## src/rtl/core/ordered_hash_set_engine_unit_macros.svh

```systemverilog
// ----------------------------------------------------------------------------
// Assertion macros for the ordered hash set engine
// Clocked implication checks, disabled while the active-low reset is asserted.
// ----------------------------------------------------------------------------
`ifndef ORDERED_HASH_SET_ENGINE_UNIT_MACROS_SVH
`define ORDERED_HASH_SET_ENGINE_UNIT_MACROS_SVH

// Same-cycle implication
`define OHS_ASSERT_IMPL(label, clk, rst_n, ante, cons, msg) \
    label: assert property (@(posedge clk) disable iff (!rst_n) (ante) |-> (cons)) \
        else $error(msg);

// Next-cycle implication
`define OHS_ASSERT_NEXT(label, clk, rst_n, ante, cons, msg) \
    label: assert property (@(posedge clk) disable iff (!rst_n) (ante) |=> (cons)) \
        else $error(msg);

`endif

```

## src/rtl/core/ohs_pkg.sv

```systemverilog
// ----------------------------------------------------------------------------
// ohs_pkg
// Operation and status codes, key layout, controller states and the
// memory write-enable bundle of the ordered hash set engine.
// ----------------------------------------------------------------------------
package ohs_pkg;

    localparam int KEY_W = 99;

    localparam logic [2:0] KIND_ADD      = 3'd0;
    localparam logic [2:0] KIND_REMOVE   = 3'd1;
    localparam logic [2:0] KIND_CONTAINS = 3'd2;
    localparam logic [2:0] KIND_READ     = 3'd3;
    localparam logic [2:0] KIND_CLEAR    = 3'd4;

    localparam logic [1:0] STATUS_OK    = 2'd0;
    localparam logic [1:0] STATUS_RANGE = 2'd1;
    localparam logic [1:0] STATUS_FULL  = 2'd2;

    typedef enum logic [4:0] {
        ST_INIT,
        ST_IDLE,
        ST_HASH,
        ST_BKT,
        ST_HEAD,
        ST_CMP,
        ST_DECIDE,
        ST_POP,
        ST_ALLOC,
        ST_SHR,
        ST_SHW,
        ST_FREE,
        ST_RD1,
        ST_RD2,
        ST_RD3,
        ST_EMIT
    } t_state;

    typedef struct packed {
        logic key;
        logic link;
        logic pos;
        logic ord;
        logic bkt;
    } t_mem_we;

endpackage

```

## src/rtl/core/ohs_hash.sv

```systemverilog
// ----------------------------------------------------------------------------
// ohs_hash
// Registered bucket index: xor-rotate fold of the key, then scaled into
// the bucket range by one small multiply.
// ----------------------------------------------------------------------------
module ohs_hash #(
    parameter int BUCKETS = 256,
    parameter int BW      = 8
) (
    input  logic          i_clk,
    input  logic [2:0]    i_type,
    input  logic [31:0]   i_a,
    input  logic [31:0]   i_b,
    input  logic [31:0]   i_c,
    output logic [BW-1:0] o_bucket
);

    logic [31:0] h32;
    logic [15:0] h16;
    logic [32:0] prod;
    logic [BW-1:0] r_bucket;

    // Fold the key to 16 bits and scale into the bucket range
    always_comb begin
        h32  = i_a ^ {i_b[20:0], i_b[31:21]} ^ {i_c[9:0], i_c[31:10]} ^ {29'd0, i_type};
        h16  = h32[31:16] ^ h32[15:0];
        prod = 33'(h16) * 33'(BUCKETS);
    end

    always_ff @(posedge i_clk) begin
        r_bucket <= BW'(prod >> 16);
    end

    assign o_bucket = r_bucket;

endmodule

```

## src/rtl/core/ohs_ctrl.sv

```systemverilog
// ----------------------------------------------------------------------------
// ohs_ctrl
// Sequencer: bucket sweep, chain walk, allocation, unlink with order-list
// shift, read at position, and the output register.
// ----------------------------------------------------------------------------
`include "ordered_hash_set_engine_unit_macros.svh"

module ohs_ctrl #(
    parameter int CAPACITY = 256,
    parameter int BUCKETS  = 256,
    parameter int AW       = 8,
    parameter int SW       = 9,
    parameter int BW       = 8
) (
    input  logic                      i_clk,
    input  logic                      i_rst_n,
    input  logic                      i_valid,
    output logic                      o_ready,
    input  logic [2:0]                i_kind,
    input  logic [2:0]                i_key_type,
    input  logic [31:0]               i_key_word_a,
    input  logic [31:0]               i_key_word_b,
    input  logic [31:0]               i_key_word_c,
    input  logic [7:0]                i_position,
    output logic                      o_valid,
    input  logic                      i_ready,
    output logic                      o_success,
    output logic [1:0]                o_status,
    output logic [2:0]                o_found_type,
    output logic [31:0]               o_found_word_a,
    output logic [31:0]               o_found_word_b,
    output logic [31:0]               o_found_word_c,
    output logic [8:0]                o_entry_total,
    output ohs_pkg::t_mem_we          o_we,
    output logic [AW-1:0]             o_key_wa,
    output logic [AW-1:0]             o_key_ra,
    output logic [ohs_pkg::KEY_W-1:0] o_key_wd,
    input  logic [ohs_pkg::KEY_W-1:0] i_key_rd,
    output logic [AW-1:0]             o_link_wa,
    output logic [AW-1:0]             o_link_ra,
    output logic [SW-1:0]             o_link_wd,
    input  logic [SW-1:0]             i_link_rd,
    output logic [AW-1:0]             o_pos_wa,
    output logic [AW-1:0]             o_pos_ra,
    output logic [AW-1:0]             o_pos_wd,
    input  logic [AW-1:0]             i_pos_rd,
    output logic [AW-1:0]             o_ord_wa,
    output logic [AW-1:0]             o_ord_ra,
    output logic [AW-1:0]             o_ord_wd,
    input  logic [AW-1:0]             i_ord_rd,
    output logic [BW-1:0]             o_bkt_wa,
    output logic [BW-1:0]             o_bkt_ra,
    output logic [SW-1:0]             o_bkt_wd,
    input  logic [SW-1:0]             i_bkt_rd
);

    localparam logic [SW-1:0] NIL      = SW'(CAPACITY);
    localparam logic [BW-1:0] LAST_BKT = BW'(BUCKETS - 1);

    ohs_pkg::t_state r_state, n_state;

    logic [2:0]  r_kind, n_kind;
    logic [2:0]  r_type, n_type;
    logic [31:0] r_a, n_a, r_b, n_b, r_c, n_c;
    logic [7:0]  r_pos, n_pos;
    logic [SW-1:0] r_count, n_count;
    logic [SW-1:0] r_free, n_free;
    logic [SW-1:0] r_fresh, n_fresh;
    logic [SW-1:0] r_head, n_head;
    logic [SW-1:0] r_cur, n_cur;
    logic [SW-1:0] r_prev, n_prev;
    logic [SW-1:0] r_next, n_next;
    logic          r_found, n_found;
    logic [AW-1:0] r_fpos, n_fpos;
    logic [AW-1:0] r_idx, n_idx;
    logic [BW-1:0] r_sweep, n_sweep;
    logic          r_clear, n_clear;
    logic          r_ok, n_ok;
    logic [1:0]    r_st, n_st;
    logic [ohs_pkg::KEY_W-1:0] r_fkey, n_fkey;
    logic          r_ovalid, n_ovalid;
    logic          r_osucc, n_osucc;
    logic [1:0]    r_ostat, n_ostat;
    logic [ohs_pkg::KEY_W-1:0] r_okey, n_okey;
    logic [SW-1:0] r_ocount, n_ocount;

    logic [BW-1:0] bucket;
    logic [ohs_pkg::KEY_W-1:0] key;

    ohs_hash #(
        .BUCKETS (BUCKETS),
        .BW      (BW)
    ) u_hash (
        .i_clk    (i_clk),
        .i_type   (r_type),
        .i_a      (r_a),
        .i_b      (r_b),
        .i_c      (r_c),
        .o_bucket (bucket)
    );

    assign key = {r_type, r_a, r_b, r_c};

    // State and control registers
    always_ff @(posedge i_clk) begin
        if (!i_rst_n) begin
            r_state  <= ohs_pkg::ST_INIT;
            r_count  <= '0;
            r_free   <= NIL;
            r_fresh  <= '0;
            r_sweep  <= '0;
            r_clear  <= 1'b0;
            r_ovalid <= 1'b0;
        end else begin
            r_state  <= n_state;
            r_count  <= n_count;
            r_free   <= n_free;
            r_fresh  <= n_fresh;
            r_sweep  <= n_sweep;
            r_clear  <= n_clear;
            r_ovalid <= n_ovalid;
        end
    end

    // Payload registers
    always_ff @(posedge i_clk) begin
        r_kind   <= n_kind;
        r_type   <= n_type;
        r_a      <= n_a;
        r_b      <= n_b;
        r_c      <= n_c;
        r_pos    <= n_pos;
        r_head   <= n_head;
        r_cur    <= n_cur;
        r_prev   <= n_prev;
        r_next   <= n_next;
        r_found  <= n_found;
        r_fpos   <= n_fpos;
        r_idx    <= n_idx;
        r_ok     <= n_ok;
        r_st     <= n_st;
        r_fkey   <= n_fkey;
        r_osucc  <= n_osucc;
        r_ostat  <= n_ostat;
        r_okey   <= n_okey;
        r_ocount <= n_ocount;
    end

    // Next state, memory commands and results
    always_comb begin
        n_state  = r_state;
        n_kind   = r_kind;
        n_type   = r_type;
        n_a      = r_a;
        n_b      = r_b;
        n_c      = r_c;
        n_pos    = r_pos;
        n_count  = r_count;
        n_free   = r_free;
        n_fresh  = r_fresh;
        n_head   = r_head;
        n_cur    = r_cur;
        n_prev   = r_prev;
        n_next   = r_next;
        n_found  = r_found;
        n_fpos   = r_fpos;
        n_idx    = r_idx;
        n_sweep  = r_sweep;
        n_clear  = r_clear;
        n_ok     = r_ok;
        n_st     = r_st;
        n_fkey   = r_fkey;
        n_ovalid = r_ovalid && !i_ready;
        n_osucc  = r_osucc;
        n_ostat  = r_ostat;
        n_okey   = r_okey;
        n_ocount = r_ocount;
        o_ready  = 1'b0;
        o_we     = '0;
        o_key_wa = AW'(r_cur);
        o_key_ra = '0;
        o_key_wd = key;
        o_link_wa = '0;
        o_link_ra = '0;
        o_link_wd = r_next;
        o_pos_wa = AW'(r_cur);
        o_pos_ra = '0;
        o_pos_wd = AW'(r_count);
        o_ord_wa = AW'(r_count);
        o_ord_ra = '0;
        o_ord_wd = AW'(r_cur);
        o_bkt_wa = bucket;
        o_bkt_ra = bucket;
        o_bkt_wd = NIL;

        unique case (r_state)
            // Sweep bucket heads to null
            ohs_pkg::ST_INIT: begin
                o_we.bkt = 1'b1;
                o_bkt_wa = r_sweep;
                o_bkt_wd = NIL;
                if (r_sweep == LAST_BKT) begin
                    n_state = r_clear ? ohs_pkg::ST_EMIT : ohs_pkg::ST_IDLE;
                    n_clear = 1'b0;
                end else begin
                    n_sweep = r_sweep + 1'b1;
                end
            end
            // Take a new transfer
            ohs_pkg::ST_IDLE: begin
                o_ready = 1'b1;
                if (i_valid) begin
                    n_kind = i_kind;
                    n_type = i_key_type;
                    n_a    = i_key_word_a;
                    n_b    = i_key_word_b;
                    n_c    = i_key_word_c;
                    n_pos  = i_position;
                    n_ok   = 1'b0;
                    n_st   = ohs_pkg::STATUS_OK;
                    n_fkey = '0;
                    if ((i_kind == ohs_pkg::KIND_ADD || i_kind == ohs_pkg::KIND_REMOVE ||
                         i_kind == ohs_pkg::KIND_CONTAINS) && i_key_type != 3'd0) begin
                        n_state = ohs_pkg::ST_HASH;
                    end else if (i_kind == ohs_pkg::KIND_READ) begin
                        if (32'(i_position) < 32'(r_count)) begin
                            n_state = ohs_pkg::ST_RD1;
                        end else begin
                            n_st    = ohs_pkg::STATUS_RANGE;
                            n_state = ohs_pkg::ST_EMIT;
                        end
                    end else if (i_kind == ohs_pkg::KIND_CLEAR) begin
                        n_count = '0;
                        n_free  = NIL;
                        n_fresh = '0;
                        n_sweep = '0;
                        n_clear = 1'b1;
                        n_state = ohs_pkg::ST_INIT;
                    end else begin
                        n_state = ohs_pkg::ST_EMIT;
                    end
                end
            end
            ohs_pkg::ST_HASH: begin
                n_state = ohs_pkg::ST_BKT;
            end
            // Read the bucket head
            ohs_pkg::ST_BKT: begin
                o_bkt_ra = bucket;
                n_state  = ohs_pkg::ST_HEAD;
            end
            ohs_pkg::ST_HEAD: begin
                n_head = i_bkt_rd;
                n_prev = NIL;
                if (i_bkt_rd == NIL) begin
                    n_found = 1'b0;
                    n_state = ohs_pkg::ST_DECIDE;
                end else begin
                    o_key_ra  = AW'(i_bkt_rd);
                    o_link_ra = AW'(i_bkt_rd);
                    o_pos_ra  = AW'(i_bkt_rd);
                    n_cur     = i_bkt_rd;
                    n_state   = ohs_pkg::ST_CMP;
                end
            end
            // Compare one chain slot, advance on mismatch
            ohs_pkg::ST_CMP: begin
                if (i_key_rd == key) begin
                    n_found = 1'b1;
                    n_next  = i_link_rd;
                    n_fpos  = i_pos_rd;
                    n_state = ohs_pkg::ST_DECIDE;
                end else begin
                    n_prev = r_cur;
                    n_cur  = i_link_rd;
                    if (i_link_rd == NIL) begin
                        n_found = 1'b0;
                        n_state = ohs_pkg::ST_DECIDE;
                    end else begin
                        o_key_ra  = AW'(i_link_rd);
                        o_link_ra = AW'(i_link_rd);
                        o_pos_ra  = AW'(i_link_rd);
                    end
                end
            end
            ohs_pkg::ST_DECIDE: begin
                n_state = ohs_pkg::ST_EMIT;
                priority case (r_kind)
                    ohs_pkg::KIND_ADD: begin
                        if (r_found) begin
                            n_state = ohs_pkg::ST_EMIT;
                        end else if (r_count >= SW'(CAPACITY)) begin
                            n_st = ohs_pkg::STATUS_FULL;
                        end else if (r_free != NIL) begin
                            o_link_ra = AW'(r_free);
                            n_cur     = r_free;
                            n_state   = ohs_pkg::ST_POP;
                        end else begin
                            n_cur   = r_fresh;
                            n_fresh = r_fresh + 1'b1;
                            n_state = ohs_pkg::ST_ALLOC;
                        end
                    end
                    ohs_pkg::KIND_REMOVE: begin
                        if (r_found) begin
                            if (r_prev == NIL) begin
                                o_we.bkt = 1'b1;
                                o_bkt_wd = r_next;
                            end else begin
                                o_we.link = 1'b1;
                                o_link_wa = AW'(r_prev);
                                o_link_wd = r_next;
                            end
                            n_idx   = r_fpos;
                            n_state = ohs_pkg::ST_SHR;
                        end
                    end
                    ohs_pkg::KIND_CONTAINS: begin
                        n_ok = r_found;
                    end
                    default: begin
                        n_state = ohs_pkg::ST_EMIT;
                    end
                endcase
            end
            // Pop the free list
            ohs_pkg::ST_POP: begin
                n_free  = i_link_rd;
                n_state = ohs_pkg::ST_ALLOC;
            end
            // Write the new slot, its order entry and position, and push it on its bucket
            ohs_pkg::ST_ALLOC: begin
                o_we.key  = 1'b1;
                o_we.link = 1'b1;
                o_we.bkt  = 1'b1;
                o_we.ord  = 1'b1;
                o_we.pos  = 1'b1;
                o_link_wa = AW'(r_cur);
                o_link_wd = r_head;
                o_bkt_wd  = r_cur;
                n_count   = r_count + 1'b1;
                n_ok      = 1'b1;
                n_state   = ohs_pkg::ST_EMIT;
            end
            // Shift the order list down by one
            ohs_pkg::ST_SHR: begin
                if (SW'(r_idx) + 1'b1 < r_count) begin
                    o_ord_ra = AW'(SW'(r_idx) + 1'b1);
                    n_state  = ohs_pkg::ST_SHW;
                end else begin
                    n_state = ohs_pkg::ST_FREE;
                end
            end
            ohs_pkg::ST_SHW: begin
                o_we.ord = 1'b1;
                o_we.pos = 1'b1;
                o_ord_wa = r_idx;
                o_ord_wd = i_ord_rd;
                o_pos_wa = i_ord_rd;
                o_pos_wd = r_idx;
                n_idx    = AW'(SW'(r_idx) + 1'b1);
                n_state  = ohs_pkg::ST_SHR;
            end
            // Return the slot to the free list
            ohs_pkg::ST_FREE: begin
                o_we.link = 1'b1;
                o_link_wa = AW'(r_cur);
                o_link_wd = r_free;
                n_free    = r_cur;
                n_count   = r_count - 1'b1;
                n_ok      = 1'b1;
                n_state   = ohs_pkg::ST_EMIT;
            end
            // Read at position: order list, then key
            ohs_pkg::ST_RD1: begin
                o_ord_ra = AW'(r_pos);
                n_state  = ohs_pkg::ST_RD2;
            end
            ohs_pkg::ST_RD2: begin
                o_key_ra = i_ord_rd;
                n_state  = ohs_pkg::ST_RD3;
            end
            ohs_pkg::ST_RD3: begin
                n_fkey  = i_key_rd;
                n_ok    = 1'b1;
                n_state = ohs_pkg::ST_EMIT;
            end
            // Load the output register once it is free
            ohs_pkg::ST_EMIT: begin
                if (!r_ovalid || i_ready) begin
                    n_ovalid = 1'b1;
                    n_osucc  = r_ok;
                    n_ostat  = r_st;
                    n_okey   = r_fkey;
                    n_ocount = r_count;
                    n_state  = ohs_pkg::ST_IDLE;
                end
            end
            default: begin
                n_state = ohs_pkg::ST_IDLE;
            end
        endcase
    end

    assign o_valid        = r_ovalid;
    assign o_success      = r_osucc;
    assign o_status       = r_ostat;
    assign o_found_type   = r_okey[98:96];
    assign o_found_word_a = r_okey[95:64];
    assign o_found_word_b = r_okey[63:32];
    assign o_found_word_c = r_okey[31:0];
    assign o_entry_total  = 9'(r_ocount);

    `OHS_ASSERT_IMPL(a_count_bound, i_clk, i_rst_n, 1'b1, r_count <= SW'(CAPACITY), "count above capacity")
    `OHS_ASSERT_IMPL(a_free_range, i_clk, i_rst_n, r_free != NIL, r_free < SW'(CAPACITY), "free head out of range")
    `OHS_ASSERT_NEXT(a_busy_after_take, i_clk, i_rst_n, i_valid && o_ready, r_state != ohs_pkg::ST_IDLE, "took transfer but stayed idle")

endmodule

```

## config.mk

```make
export PLATFORM = sky130hd
export DESIGN_NAME = ohs_ctrl
export DESIGN_NICKNAME = d
export VERILOG_FILES = /design/src/rtl/core/ohs_pkg.sv /design/src/rtl/core/ohs_hash.sv /design/src/rtl/core/ohs_ctrl.sv
export VERILOG_INCLUDE_DIRS = /design/src /design/src/rtl/core
export SDC_FILE = /design/constraint.sdc
export NUM_CORES = 1
export LEC_CHECK = 0
export ABC_AREA = 1
export BUFFER_PORTS_ARGS = -buffer_cell sky130_fd_sc_hd__buf_4
export CAP_MARGIN = 20
export CORE_MARGIN = 1
export CORE_UTILIZATION = 35
export DETAILED_ROUTE_END_ITERATION = 10
export HOLD_SLACK_MARGIN = 0.15
export PLACE_DENSITY = 0.56
export SLEW_MARGIN = 10
export SYNTH_ARGS = -nofsm -noshare
export SYNTH_HDL_FRONTEND = slang
export SYNTH_SLANG_ARGS = --single-unit
```

## constraint.sdc

```tcl
create_clock -name i_clk -period 20.7 [get_ports i_clk]
set_input_delay 0 -clock i_clk [delete_from_list [all_inputs] [get_ports i_clk]]
set_output_delay 0 -clock i_clk [all_outputs]
set_load 0.03 [all_outputs]
```

==> out/results.txt, run 1 <==
Post-Place Cells = 2919
Full die area = 0.0543 mm^2
Worst skew pair latency = 0.58 ns
Setup crit end kind = primary output
Sequential area share after synthesis = 65.6%
Vias in the first global route = 16300
Tot Pwr = 1.89 mW
Post-CTS sizing = 0
Most common cell after layout, fill and taps aside = buf_4
Drt wl/cell = 20.6 um
Maxcap violations = 0
Worst-margin pin slew = 1.12 ns
Total length of routed wires = 69200 um
Synthesized area = 0.0187 mm^2
Switching share of power = 21.2%
Final nets = 2899
Sw Pwr = 0.401 mW
Gr ovfl total = 0
First-pass GRT wire length = 100000 um
Clk slew on worst S/H paths = 0.06 ns
TritonRoute pass-1 iters = 5
Setup slack after layout = 17.10 ns
Post-synth EDFFs = 376
Crit path kind = flip-flop to primary output
Fin. max-slew vios = 0
Crit Path Max Fanout = 20
PD cells = 66.0 mW/mm^2
Reg power frac = 48.9%
Port buffer count = 577
DR iter-0 viols = 898
Internal power = 1.49 mW
Synth Instances = 1703
Filler instances = 4540
Area grow syn2layout = 53.3%
Top-area cell type share of the netlist area = 60.4%
Post-synth top area cell = edfxtp_1
Post-route clock period utilization = 17.4%
Ys flop type = edfxtp_1
IO Pins = 578
Fmax achieved = 278 MHz
Num CTS Buffers = 48
Synth unique cells = 44
Worst clock skew = 0.0182 ns
Crit path DAT = 3.60 ns
Row count = 84
Lkg Pwr = 12.2 nW
Die H = 233 um
Setup Total Neg Slack = 0 ns
Top cells by area, synth = edfxtp_1, nand2_1, dfxtp_1
Avg Synthesized Cell Area = 11.0 um^2
Post-layout min period = 3.60 ns
Clock Sinks = 425
Hold path start = i_key_word_b[29]
DRC = 0
Crit path launch = r_state[0]
Initial antenna violation count = 5
Setup bufs post-CTS = 0
Fraction of registers with async set/reset = 0%
Via density per instance = 4.75
CP Launch Type = flip-flop
Flops & latches, synth = 425
Core area = 0.0527 mm^2
Comb power frac = 6.8%
Total GRT Usage = 25.0%
Dpl cell area = 0.0237 mm^2
Hold buffer count at cts = 345
Peak supply drop = 0.0000611 V
Final estimated routing congestion in global placement = 0.938
Non-Filler Instances = 3357
Hold_ws = 0.162 ns
Post-route ant nets = 0
Max Root-Sink Buffers = 3
Final hold vios = 0
Setup violators final = 0
Post-route design area = 0.0287 mm^2
Mapped Nets = 1976
Worst reg2reg startpoint = r_state[0]
Post-DP HPWL = 50900 um
Status = finished clean
Fin util = 54.4%
Chip width = 233 um
Clk Tree Root Cell = clkbuf_16
Ys Warns = 0
Initial Utilization = 35.5%
RSZ-0062 raised after global routing = no
Critical Path RT = 20.70 ns
CTS tree = built
Vias = 15900
H-tree depth = 2
Largest net degree at the start of global routing = 84
Rel. slew slack = 25.3%
HP Class = input pin to flip-flop
Most frequent cells in the layout = buf_4, edfxtp_1, dlygate4sd3_1, nand2_1, inv_1
Clock Power Share = 44.3%
Share of layout cells above drive strength 1 = 26.1%
Place WS = 17.46 ns
## worst paths after layout
path	end	slack [ns]	cells after the start
min reg2reg	r_okey[77]	0.41	0
max	o_link_wa[7]	17.10	6
max reg2reg	r_state[2]	17.12	12
min	r_b[29]	0.16	2
## state kept, by name, summed over array words and instances (netlist names), 32 cells and up
name and cells:
r_c 32, r_okey 99, r_b 32, r_a 32, r_fkey 99
## logic make-up after synthesis
group | share of synthesized area, %
flip-flops | 65.6
AND/OR/NAND/NOR | 13.9
XOR/XNOR | 6.00
buffers and inverters | 6.69
adder cells (fa/ha/maj) | 1.78
AO/OA/AOI/OAI | 5.95
## power groups by stage
stage	Clock [mW]	Combinational, mW	Sequential (mW)
after detailed placement	0	0.0739	0.943
after CTS	0.851	0.127	0.925
final	0.837	0.129	0.925
after global routing	0.886	0.139	0.924
after floorplan	0	0.0214	0.943
after global placement	0	0.0729	0.943
## worst max-delay path: stages (launching register included)
cell	delay [ns]
dfxtp_1	0.35
nor2_1	0.82
nand2_1	0.53
nand2_1	0.51
inv_2	0.30
o22ai_1	0.30
buf_4	0.21
## routing by layer
layer	track usage [%]	up-vias	wire length, um
li1	-	7518	-
met1	29.8	7583	27300
met2	41.0	655	32600
met3	7.24	184	5650
met4	12.8	2	3620
met5	0	-	12
## Yosys cell counts (5+ instances only)
cell,instances
o211ai_1,24
inv_2,10
ha_1,25
nand4_1,9
edfxtp_1,376
o31ai_1,8
xor2_1,43
o22ai_1,24
nand3_1,54
nand2_1,311
nor2_1,204
a21oi_1,61
nor3_1,15
inv_1,235
buf_4,26
nand2_2,5
o21ai_0,61
or2_2,7
clkbuf_1,26
nand2_4,5
xnor2_1,85
dfxtp_1,49
## layout make-up
cell class	count	area [um^2]	share of cell area (%)
Antenna cell	5	12.5	0.0437
Clock buffer	67	1360	4.73
Clock inverter	21	174	0.607
Inverter	248	938	3.27
Multi-Input combinational cell	973	5200	18.1
Sequential cell	425	12300	42.8
Tap cell	688	861	3.00
Timing Repair Buffer	930	7850	27.4
(Power assumes the default switching activity.)
==> run 2: changes to the inputs <==
--- a/config.mk
+++ b/config.mk
@@ -6,14 +6,14 @@
 export SDC_FILE = /design/constraint.sdc
 export NUM_CORES = 1
 export LEC_CHECK = 0
-export ABC_AREA = 1
+export ABC_AREA = 0
 export BUFFER_PORTS_ARGS = -buffer_cell sky130_fd_sc_hd__buf_4
 export CAP_MARGIN = 20
 export CORE_MARGIN = 1
 export CORE_UTILIZATION = 35
 export DETAILED_ROUTE_END_ITERATION = 10
 export HOLD_SLACK_MARGIN = 0.15
-export PLACE_DENSITY = 0.56
+export PLACE_DENSITY = 0.59
 export SLEW_MARGIN = 10
 export SYNTH_ARGS = -nofsm -noshare
 export SYNTH_HDL_FRONTEND = slang
==> constraint.sdc (replaced) <==
create_clock -name i_clk -period 3.01 [get_ports i_clk]
set_input_delay 0 -clock i_clk [delete_from_list [all_inputs] [get_ports i_clk]]
set_output_delay 0 -clock i_clk [all_outputs]
set_load 0.03 [all_outputs]
==> run 2 against run 1 <==
Compared with the run above:
- worst hold slack improved by 0.0034 ns
- setup slack got worse by 17 ns
- first-iteration DRC count increased by 19%
- clock power increased to 7.1 times the previous value
- sequential share of layout area decreased by 0.82 points
- register-to-register slack got worse by 17 ns
- critical endpoint is now o_key_ra[7]
- sequential cell count unchanged
- sequential power increased to 6.9 times the previous value
- largest power group unchanged
- the run now ends with negative setup slack left
- count of clock-buffer cells in the layout decreased by 5
- core utilization increased by 3.3 points
- clock skew decreased by 0.0044 ns
- critical path depth increased by 4
==> out/results.txt, run 2 <==
Status = finished with violations
Failing checks = negative setup slack
H-tree depth = 2
Comb power frac = 6.4%
Share of layout cells above drive strength 1 = 36.4%
Top-area cell type share of the netlist area = 62.4%
Most common cell after layout, fill and taps aside = buf_4
First-pass GRT wire length = 98000 um
Filler instances = 3985
Place WS = -0.511 ns
Most common cell in the netlist = edfxtp_1
Largest net degree at the start of global routing = 100
Family with the most delay on the worst path = simple AND/OR/NAND/NOR gates
DRC = 0
PD cells = 452 mW/mm^2
Max Root-Sink Buffers = 3
Internal power = 10.4 mW
Buffers plus inverters on the worst setup path = 3
Clock Sinks = 425
CTS tree = built
Initial antenna violation count = 2
Post-DP HPWL = 47600 um
Post-route ant nets = 0
Critical Path RT = 3.01 ns
Hold path start = i_key_word_a[2]
Post-route design area = 0.0292 mm^2
Port buffer count = 577
Synth unique cells = 64
Post-layout min period = 3.36 ns
Switching share of power = 21.3%
Vias in the first global route = 15100
Row count = 82
Fraction of registers with async set/reset = 0%
Setup violators final = 32
Area grow syn2layout = 61.6%
Worst clock skew = 0.0139 ns
Hold_ws = 0.166 ns
CP peak stage delay = 0.43 ns
Tot Pwr = 13.2 mW
Lkg Pwr = 11.6 nW
Rel. slew slack = 32.2%
Crit path DAT = 3.36 ns
Worst reg2reg startpoint = r_c[2]
DR iter-0 viols = 1067
Avg Synthesized Cell Area = 14.0 um^2
Sw Pwr = 2.81 mW
Internal reg-to-reg setup slack = 0.12 ns
Via density per instance = 4.96
Synthesized area = 0.0181 mm^2
Total length of routed wires = 67700 um
Full die area = 0.0526 mm^2
Fmax achieved = 297 MHz
HP Class = input pin to flip-flop
Reg2Reg Depth = 10
RSZ-0062 raised after global routing = yes
Core area = 0.0506 mm^2
Fin. max-slew vios = 0
Clk slew on worst S/H paths = 0.06 ns
Final estimated routing congestion in global placement = 0.914
Num CTS Buffers = 49
Critical-path cell list = xor2_1 > nor4_2 > nand4_1 > nor4_2 > buf_4 > a21oi_4 > clkbuf_16 > a22o_4 > a21o_1 > buf_6
Maxcap violations = 0
Post-synth EDFFs = 376
Post-synth top area cell = edfxtp_1
Mapped Nets = 1568
Die H = 229 um
Ys flop type = edfxtp_1
Crit path kind = flip-flop to primary output
Setup slack after layout = -0.353 ns
Largest registers = r_fkey (99), r_okey (99)
Total GRT Usage = 25.1%
Peak supply drop = 0.000514 V
Worst skew pair latency = 0.59 ns
Clk Tree Root Cell = clkbuf_16
Hold Path Depth = 2
Crit Path Max Fanout = 6
TritonRoute pass-1 iters = 6
Final hold vios = 0
Vias = 14800
Commonest cells in the netlist = edfxtp_1, xor2_1, and2_1, nand2_1, nor2_1
Initial Utilization = 35.7%
CP dominant cell by count = nor4_2
Top cells by area, synth = edfxtp_1, xor2_1, dfxtp_1
Most frequent cells in the layout = buf_4, edfxtp_1, dlygate4sd3_1, xor2_1, and2_1
Dpl cell area = 0.0236 mm^2
Post-route clock period utilization = 112%
Hold Path Sink = r_a[2]
Setup crit end kind = primary output
Drt wl/cell = 22.6 um
Worst-margin pin slew = 1.01 ns
Gr ovfl total = 0
Sequential area share after synthesis = 67.9%
Reg power frac = 48.2%
Reg area = 0.0123 mm^2
Number of cells on the critical path = 10
Slowest cell on the critical path = nand4_1
Reg2reg end = r_cur[5]
Flops & latches, synth = 425
IO Pins = 578
CP Launch Type = flip-flop
Clock Power Share = 45.4%
Chip width = 229 um
Setup Total Neg Slack = -7.57 ns
Final nets = 2551
Synth Instances = 1295
Ys Warns = 0
# diodes = 0
Crit path launch = r_c[2]
Area of the multi-input gates = 0.00585 mm^2
==> run 2: cell count changes in the layout (fill, tap and decap cells not counted), moves of 46 or more <==
cell,delta
nand3_1,-48
inv_1,-217
nor2_1,-150
nand2_1,-245
buf_4,+46
xor2_1,+78
and2_1,+111
xnor2_1,-49
==> run 2: repair_timing <==
action / CTS / global route
pin swaps: 20 / 12
setup buffers: 14 / 8
cloned: 0 / 2
hold buffers: 329 / 2
hold endpoints to repair: 301 / 2
setup endpoints to repair: 71 / 57
gates resized for setup: 64 / 41
==> run 2: power by group through the flow <==
stage	sequential [mW]	combinational, mW	clock (mW)
3_3_place_gp	6.49	0.452	0
3_5_place_dp	6.49	0.454	0
4_1_cts	6.36	0.823	6.11
5_1_grt	6.36	0.894	6.32
6_report	6.36	0.846	5.98
2_1_floorplan	6.49	0.0958	0
==> run 2: worst reg2reg max path, cell delays in order (launching register included) <==
cell,delay (ns)
edfxtp_1,0.42
xor2_1,0.17
nor4_2,0.38
nand4_1,0.43
nor4_2,0.29
buf_4,0.19
buf_4,0.13
nand2_4,0.06
nor3_4,0.16
buf_6,0.15
and4b_2,0.26
==> run 2: cells by family after synthesis <==
logic type / Yosys count / synth area share, %
flip-flops: 425 / 67.9
AO/OA/AOI/OAI: 197 / 7.39
XOR/XNOR: 162 / 7.85
adder cells (fa/ha/maj): 26 / 1.84
multiplexers: 19 / 1.18
AND/OR/NAND/NOR: 375 / 11.3
buffers and inverters: 91 / 2.55
==> run 2: area by class of cell <==
type / instances / area share, %
inverters: 23 / 0.325
clock inverters: 30 / 1.05
clock buffers: 62 / 4.51
flip-flops and latches: 425 / 42.0
repair buffers: 999 / 29.2
well taps: 672 / 2.88
multi-input cells: 780 / 20.0
==> run 2: per-stage QoR <==
| step | util (%) | instances |
|---|---|---|
| floorplan | - | 1295 |
| global placement | 46.6 | 2543 |
| detailed placement | 46.6 | 2544 |
| CTS | 57.2 | 2979 |
| global route | 57.8 | 2991 |
| finish | 57.8 | 2991 |
==> run 2: worst max-delay path by stage <==
stage | to | slack (ns)
6_report | o_key_ra[7] | -0.35
5_1_grt | o_key_ra[7] | -0.50
4_1_cts | o_key_ra[7] | -0.39
3_5_place_dp | r_cur[5] | -0.51
3_3_place_gp | r_cur[5] | -0.49
2_1_floorplan | r_count[0] | -0.38
==> run 2: layer usage <==
metal  routed length (um)  vias to the layer above  track usage, %
met2                33700                      599            42.8
met3                 4430                      131            5.10
met4                 2340                        4            8.96
met5                   23                        -               0
met1                27300                     7338            31.5
li1                     -                     6757               -
==> run 3: changes to the inputs <==
--- a/config.mk
+++ b/config.mk
@@ -11,6 +11,7 @@
 export CAP_MARGIN = 20
 export CORE_MARGIN = 1
 export CORE_UTILIZATION = 35
+export CTS_BUF_LIST = sky130_fd_sc_hd__clkbuf_4
 export DETAILED_ROUTE_END_ITERATION = 10
 export HOLD_SLACK_MARGIN = 0.15
 export PLACE_DENSITY = 0.59
==> run 3 against run 2 <==
Compared with the run above:
- the run still ends with negative setup slack left
- final area is 5.3% higher
- sequential cell count stayed put
- critical path type unchanged
- count of clock-buffer cells in the layout is 118 higher
- clock skew is 0.068 ns higher
- largest cell class unchanged
- via count is 8.2% higher
- fmax is 11% lower
- routed wire length is 6.5% higher
- worst hold slack better by 0.032 ns
==> out/results.txt, run 3 (synthesis gave the netlist of run 2 again) <==
Status = finished with violations
Failing checks = negative setup slack
Core area = 0.0506 mm^2
Hold_ws = 0.198 ns
Fin util = 60.8%
Critical Path RT = 3.01 ns
CP Launch Type = flip-flop
Peak supply drop = 0.000383 V
Total GRT Usage = 26.8%
Clock Sinks = 425
Fin. max-slew vios = 0
Max Root-Sink Buffers = 3
IO Pins = 578
Port buffer count = 577
Fmax achieved = 266 MHz
DRC = 0
Row count = 82
First-pass GRT wire length = 105000 um
Final estimated routing congestion in global placement = 0.914
Drt wl/cell = 22.1 um
Post-layout min period = 3.76 ns
Vias in the first global route = 16600
Lkg Pwr = 12.5 nW
Final hold vios = 0
Tot Pwr = 12.7 mW
H-tree depth = 3
Hold Path Depth = 8
Vias = 16000
Total length of routed wires = 72200 um
Setup Total Neg Slack = -19.58 ns
Worst-margin pin slew = 0.884 ns
Via density per instance = 4.91
TritonRoute pass-1 iters = 5
Num CTS Buffers = 115
Post-route ant nets = 0
PD cells = 414 mW/mm^2
Clk Tree Root Cell = clkbuf_4
Internal reg-to-reg setup slack = 0.11 ns
Initial Utilization = 35.7%
Reg2Reg Depth = 10
Rel. slew slack = 40.8%
Filler instances = 3871
Most frequent cells in the layout = buf_4, dlygate4sd3_1, edfxtp_1, clkbuf_4, xor2_1
Post-DP HPWL = 47600 um
Setup slack after layout = -0.754 ns
CTS tree = built
Dpl cell area = 0.0236 mm^2
Share of layout cells above drive strength 1 = 37.3%
RSZ-0062 raised after global routing = yes
Final nets = 2770
Post-route design area = 0.0308 mm^2
Crit Path Max Fanout = 6
Largest registers = r_fkey (99), r_okey (99)
HP Class = input pin to flip-flop
Chip width = 229 um
Worst skew pair latency = 0.90 ns
Die H = 229 um
Setup violators final = 32
Area grow syn2layout = 70.2%
Worst clock skew = 0.0817 ns
Clk slew on worst S/H paths = 0.07 ns
Post-route clock period utilization = 125%
Crit path DAT = 3.76 ns
Most common cell after layout, fill and taps aside = buf_4
Crit path kind = flip-flop to primary output
Maxcap violations = 0
Setup crit end kind = primary output
Gr ovfl total = 0
Full die area = 0.0526 mm^2
Initial antenna violation count = 5
Largest net degree at the start of global routing = 100
DR iter-0 viols = 1145
run 3: layer usage:
metal  track usage (%)  share of wire (%)  routed length [um]  vias up
met1              33.1                 40               29000     7940
li1                  -                  -                   -     7259
met4              10.1                3.6                2610        2
met5                 0              0.018                  13        -
met3              6.06                6.4                4590      167
met2              45.7                 50               35900      675
run 3: final timing paths:
| check | end | start |
|---|---|---|
| worst max-delay path | o_key_ra[1] | r_b[6] |
| worst min-delay path | r_found | i_key_rd[37] |
| worst max register to register | r_cur[6] | r_c[2] |
| worst min register to register | r_okey[29] | r_fkey[29] |
run 3: stage by stage:
stage	setup slack, ns	cells
4_1_cts	-0.724	3246
6_report	-0.754	3267
5_1_grt	-0.873	3267
2_1_floorplan	-0.379	1295
3_3_place_gp	-0.486	2543
3_5_place_dp	-0.511	2544
run 3: timing repair:
action	in CTS	in global routing
resized for setup	69	58
hold buffers	477	1
setup buffers	15	11
endpoints found under the setup margin	89	71
pin swaps	21	16
gates cloned	0	3
hold endpoints to repair	537	1
run 3: final cells by class:
cell class | count | area [um^2] | share of cell area, %
Tap cell | 672 | 841 | 2.73
Timing Repair Buffer | 1152 | 10100 | 32.9
Clock inverter | 30 | 188 | 0.610
Multi-Input combinational cell | 780 | 5890 | 19.2
Antenna cell | 5 | 12.5 | 0.0407
Clock buffer | 180 | 1350 | 4.39
Inverter | 23 | 95.1 | 0.309
Sequential cell | 425 | 12300 | 39.9
run 3: where the power goes:
part           leakage (nW)  internal, mW  switching [mW]
clock network         0.912          2.88            2.53
logic                  7.87         0.644           0.324
registers              3.69          6.35         0.00490
total                  12.5          9.88            2.86
run 3: worst max-delay path: stages (launching register included):
cell and delay [ns]:
edfxtp_1 0.44, xor2_1 0.20, nor4_1 0.57, nand4_1 0.29, nor3_4 0.31, buf_4 0.19
a21oi_4 0.08, clkbuf_16 0.22, a22o_4 0.23, a21o_1 0.19, buf_6 0.15
